`src/hdl/ffota_pkg.sv`:
```
package ffota_pkg;

  // Field widths of the request, result and configuration channels.
  localparam int KindW  = 1;
  localparam int SizeW  = 11;
  localparam int OwnerW = 10;
  localparam int StartW = 10;
  localparam int FreedW = 11;
  localparam int MsizeW = 11;
  // Wide enough to hold any owner id plus one for the OWNER_IDS range.
  localparam int LimW   = 17;

  localparam logic [MsizeW-1:0] MsizeReset = 11'd1024;

  localparam logic KindAlloc = 1'b0;
  localparam logic KindFree  = 1'b1;

  typedef enum logic [2:0] {
    ST_CLEAR,
    ST_IDLE,
    ST_ALLOC,
    ST_FILL,
    ST_FREE,
    ST_DONE
  } state_e;

  typedef struct packed {
    logic clr_wr;
    logic load;
    logic alloc_step;
    logic fill_step;
    logic free_step;
    logic out_load;
  } cmd_t;

  typedef struct packed {
    logic clr_last;
    logic alloc_bad;
    logic free_bad;
    logic found;
    logic scan_end;
    logic fill_last;
    logic free_end;
  } status_t;

endpackage

```
`src/hdl/ffota_ctrl.sv`:
```
module ffota_ctrl (
  input  logic              clk_i,
  input  logic              rst_ni,
  input  logic              in_valid_i,
  input  logic              in_kind_i,
  output logic              in_stall_o,
  output logic              out_valid_o,
  input  logic              out_stall_i,
  input  ffota_pkg::status_t sts_i,
  output ffota_pkg::cmd_t   cmd_o
);
  import ffota_pkg::*;

  state_e state_q, state_d;
  logic   out_valid_q, out_valid_d;
  logic   out_free;

  assign out_free = !out_valid_q || !out_stall_i;

  always_comb begin
    state_d = state_q;
    case (state_q)
      ST_CLEAR: begin
        if (sts_i.clr_last) state_d = ST_IDLE;
      end
      ST_IDLE: begin
        if (in_valid_i) state_d = (in_kind_i == KindFree) ? ST_FREE : ST_ALLOC;
      end
      ST_ALLOC: begin
        if (sts_i.alloc_bad) state_d = ST_DONE;
        else if (sts_i.found) state_d = ST_FILL;
        else if (sts_i.scan_end) state_d = ST_DONE;
      end
      ST_FILL: begin
        if (sts_i.fill_last) state_d = ST_DONE;
      end
      ST_FREE: begin
        if (sts_i.free_bad || sts_i.free_end) state_d = ST_DONE;
      end
      ST_DONE: begin
        if (out_free) state_d = ST_IDLE;
      end
      default: state_d = ST_IDLE;
    endcase
  end

  always_comb begin
    cmd_o = '0;
    case (state_q)
      ST_CLEAR: cmd_o.clr_wr = 1'b1;
      ST_IDLE:  cmd_o.load = in_valid_i;
      ST_ALLOC: cmd_o.alloc_step = !sts_i.alloc_bad;
      ST_FILL:  cmd_o.fill_step = 1'b1;
      ST_FREE:  cmd_o.free_step = !sts_i.free_bad;
      ST_DONE:  cmd_o.out_load = out_free;
      default:  cmd_o = '0;
    endcase
  end

  // The result register is emptied by a transfer and refilled by out_load.
  always_comb begin
    out_valid_d = out_valid_q;
    if (out_valid_q && !out_stall_i) out_valid_d = 1'b0;
    if (cmd_o.out_load) out_valid_d = 1'b1;
  end

  always_ff @(posedge clk_i or negedge rst_ni) begin
    if (!rst_ni) begin
      state_q     <= ST_CLEAR;
      out_valid_q <= 1'b0;
    end else begin
      state_q     <= state_d;
      out_valid_q <= out_valid_d;
    end
  end

  assign in_stall_o  = (state_q != ST_IDLE);
  assign out_valid_o = out_valid_q;

endmodule

```
`config.mk`:
```
export PLATFORM = sky130hd
export DESIGN_NAME = ffota_ctrl
export DESIGN_NICKNAME = d
export VERILOG_FILES = /design/src/hdl/ffota_pkg.sv /design/src/hdl/ffota_ctrl.sv
export SDC_FILE = /design/constraint.sdc
export NUM_CORES = 1
export LEC_CHECK = 0
export ABC_AREA = 1
export BUFFER_PORTS_ARGS = -buffer_cell sky130_fd_sc_hd__buf_2
export CAP_MARGIN = 20
export CORE_AREA = 3 3 40 42
export CTS_CLUSTER_SIZE = 40
export DETAILED_ROUTE_END_ITERATION = 6
export DIE_AREA = 0 0 43 45
export PLACE_DENSITY = 0.63
export SLEW_MARGIN = 20
export SYNTH_ARGS = -nofsm -noshare
export SYNTH_HDL_FRONTEND = slang
export SYNTH_SLANG_ARGS = --single-unit
```
`constraint.sdc`:
```
create_clock -name clk_i -period 2.2 [get_ports clk_i]
set_input_delay 0.44 -clock clk_i [delete_from_list [all_inputs] [get_ports clk_i]]
set_output_delay 0.44 -clock clk_i [all_outputs]
set_load 0.005 [all_outputs]
```
==> impl_results.md <==
- Outcome: complete, no violations
- Seq pwr share: 0.282
- Crit path max fanout: 10
- Post-DRT Antenna Nets: 0
- Total GRT Usage: 0.1002
- Max-slew violation count: 0
- Gr ovfl total: 0
- Die Height: 45 µm
- Num CTS Buffers: 3
- Pint: 0.2856 mW
- Clk pwr share: 0.164
- Flops & latches, synth: 4
- WHS Path Cells: 3
- Max clock buf depth: 2
- Post-synth EDFFs: 0
- Met2 wire length: 369 µm
- TritonCTS clock tree: done
- Crit-path slowest cell: dfrtp_1
- Asr flop ratio synth: 1.000
- Synth-to-Final Area Change: 35.17%
- Worst reg2reg path startpoint: state_q[0]
- HPWL after DPL: about 750 µm
- Routed via count: 422
- Global-route wire length before repair: 1455 µm
- Ant diodes: 0
- Num ports: 20
- Worst path required time: 1.76 ns
- Simple-Gate Fraction of Synth Area: 0.5310
- CTS resizes: 0
- Area post-placement: 457.9 µm²
- Fill cells: 157
- Routed WL: 862 µm
- Final Wtd Congestion: 0.7883
- Slowest stage delay, CP: 0.48 ns
- Yosys warns: 0
- Max-cap violation count: 0
- H-tree levels: 1
- Metal-1 WL: 420 µm
- RSZ-0062 raised after global routing: false
- Largest family of logic cells by synthesized area: simple AND/OR/NAND/NOR gates
- Worst Tran Pin Value: 0.3251 ns
- Layout cell share with drive strength beyond 1: 0.3253
- Yosys top cell area share: 0.2759
- Crit path cell chain: nor3_1, inv_1, nor2_1, buf_2
- Initial antenna violation count: 0
- Area contributors post-synth: dfrtp_1 28%, nand2_1 19%, nand3_1 11%
- WP data arrival: 1.40 ns
- DR top layer: met3
- DR pass1 iterations: 2
- Clock Sinks: 4
- # DRC: 0
- Area of the multi-input gates: a little over 200 µm²
- CP Launch Point: state_q[2]
- Vias per std cell: roughly 4.3
- Pwr/cell area: 1093 mW/mm²
- NetSw: 0.2507 mW
- # nets final: 97
- Fin area: 490.5 µm²
- Vias in the first global route: ~370
- Post-synthesis adder-cell area fraction: 0
- Die ar.: ~0.0019 mm²
- Hold Startpoint: out_stall_i
- Final Hold Fails: 0
- Syn_nets: 74
- Clock latency on the worst-skew pair: 0.23 ns
- Cells after Synth: 62
- Compound-cell area share of the yosys netlist: 0.02759
- Worst-path clk slew: 0.04 ns
- Avg Cell Area, Syn: about 6 µm²
- Port Buf Inserts: 19
- Synth Area in XOR/XNOR: 0
- Final setup vio count: 0
- Reg-to-reg endpoint: state_q[1]
- Hold crit path type: input pin to flip-flop
- DRT iter0 DRCs: 3
- DR WL met3: roughly 73 µm
- Synth cell types: 16
- Pwr Total: 0.5363 mW
- Lkg Pwr: roughly 0.31 nW
- Seq/Total Area, Yosys: 0.2759
- Max Fclk: 542.7 MHz
- Comb pwr share: 0.554
- R2R setup slack: ~0.94 ns
- Synth Flop Type: dfrtp_1
- Sw Share: 0.4675
- Synthesized cell area: around 360 µm²
- Setup_tns: 0 ns
- Clock Skews: 0.002456 ns
- Largest net degree at the start of global routing: 11
- # rows: 13
- Fin crit period: 1.843 ns
- Worst vdd ir: 314.9 µV
- DR WL/cell: a little under 9 µm
- Synth area leader: dfrtp_1
- Post-synthesis mux area share: 0
- Kind of critical path: flip-flop to primary output
- Die X: 43 µm
- Core area: about 0.0013 mm²
- Fin crit share: 0.8376
- Starting density of the core: 0.2824
- Worst slew margin relative to its limit: 0.7816
- Hold EP: out_valid_o
- Crit start category: flip-flop
- FF-to-FF path depth: 8
- CP Capture Type: primary output
- FF/Latch Area: 100.1 µm²
- CTS root buffer: clkbuf_4
## kinds of logic after synthesis
family,count (synthesis)
and+or+nand+nor,43
buffers and inverters,13
DFF,4
AOI/OAI and AO/OA,2
## state kept, by name, indices dropped and copies added (netlist names)
name and cells:
out_valid_o 1, state_q 3
## cell type report
class / count / area share
Multi-Input combinational cell: 45 / 0.4133
Tap cell: 15 / 0.03827
Clock buffer: 3 / 0.04592
Sequential cell: 4 / 0.2041
Inverter: 11 / 0.08418
Timing Repair Buffer: 20 / 0.2143
## routing by layer
metal,GRT usage,vias up
met2,0.1557,14
met5,0,-
met4,0.01807,0
met1,0.1311,173
met3,0.04382,0
li1,-,235
## cells in the final DEF, fill, tap and decap left out, types with 2 or more instances in the layout
master,instances
buf_2,19
clkbuf_4,3
dfrtp_1,4
inv_1,10
nand2_1,18
nand3_1,8
nor2_1,8
nor2_2,3
nor3_1,2
## worst max-delay path: cells and delay by family, from the launching register on
kind | cells | cell delay (ns)
DFF | 1 | 0.48
buffers and inverters | 2 | 0.24
and+or+nand+nor | 2 | 0.45
## power by group through the flow
stage | Sequential (mW) | Clock (mW) | Combinational (mW)
after floorplan | 0.132 | 0 | 0.236
after global placement | 0.151 | 0 | 0.294
after detailed placement | 0.153 | 0 | 0.296
after CTS | 0.152 | 0.0948 | 0.300
after global routing | 0.156 | 0.102 | 0.341
final | 0.151 | 0.0881 | 0.297
## repair_timing
action,in CTS,in global routing
buffers inserted,0,0
endpoints found under the hold margin,4,0
hold buffers,1,0
## per-stage QoR
stage	util	cells	setup WS [ns]	hold WS, ns
2_1_floorplan	-	62	0.7748	0.1444
3_3_place_gp	0.3564	94	0.6740	0.2496
3_5_place_dp	0.3564	94	0.6021	0.2480
4_1_cts	0.3817	98	0.3458	0.4309
5_1_grt	0.3817	98	0.1927	0.4567
6_report	0.3817	98	0.3573	0.4395
## synth_stat cells, types with 2 or more instances
cell type	instances
nand2_1	18
inv_1	10
nand3_1	8
nor2_1	8
dfrtp_1	4
nor2_2	3
nor3_1	2
## how the worst max path moves through the flow
stage | endpoint | slack, ns | cells after the start
after global routing | cmd_o[4] | 0.19 | 4
after CTS | cmd_o[4] | 0.35 | 4
after detailed placement | cmd_o[4] | 0.60 | 4
after global placement | cmd_o[4] | 0.67 | 4
final | cmd_o[4] | 0.36 | 4
after floorplan | cmd_o[4] | 0.77 | 4
Note: power is estimated with default switching activity, not from simulation.
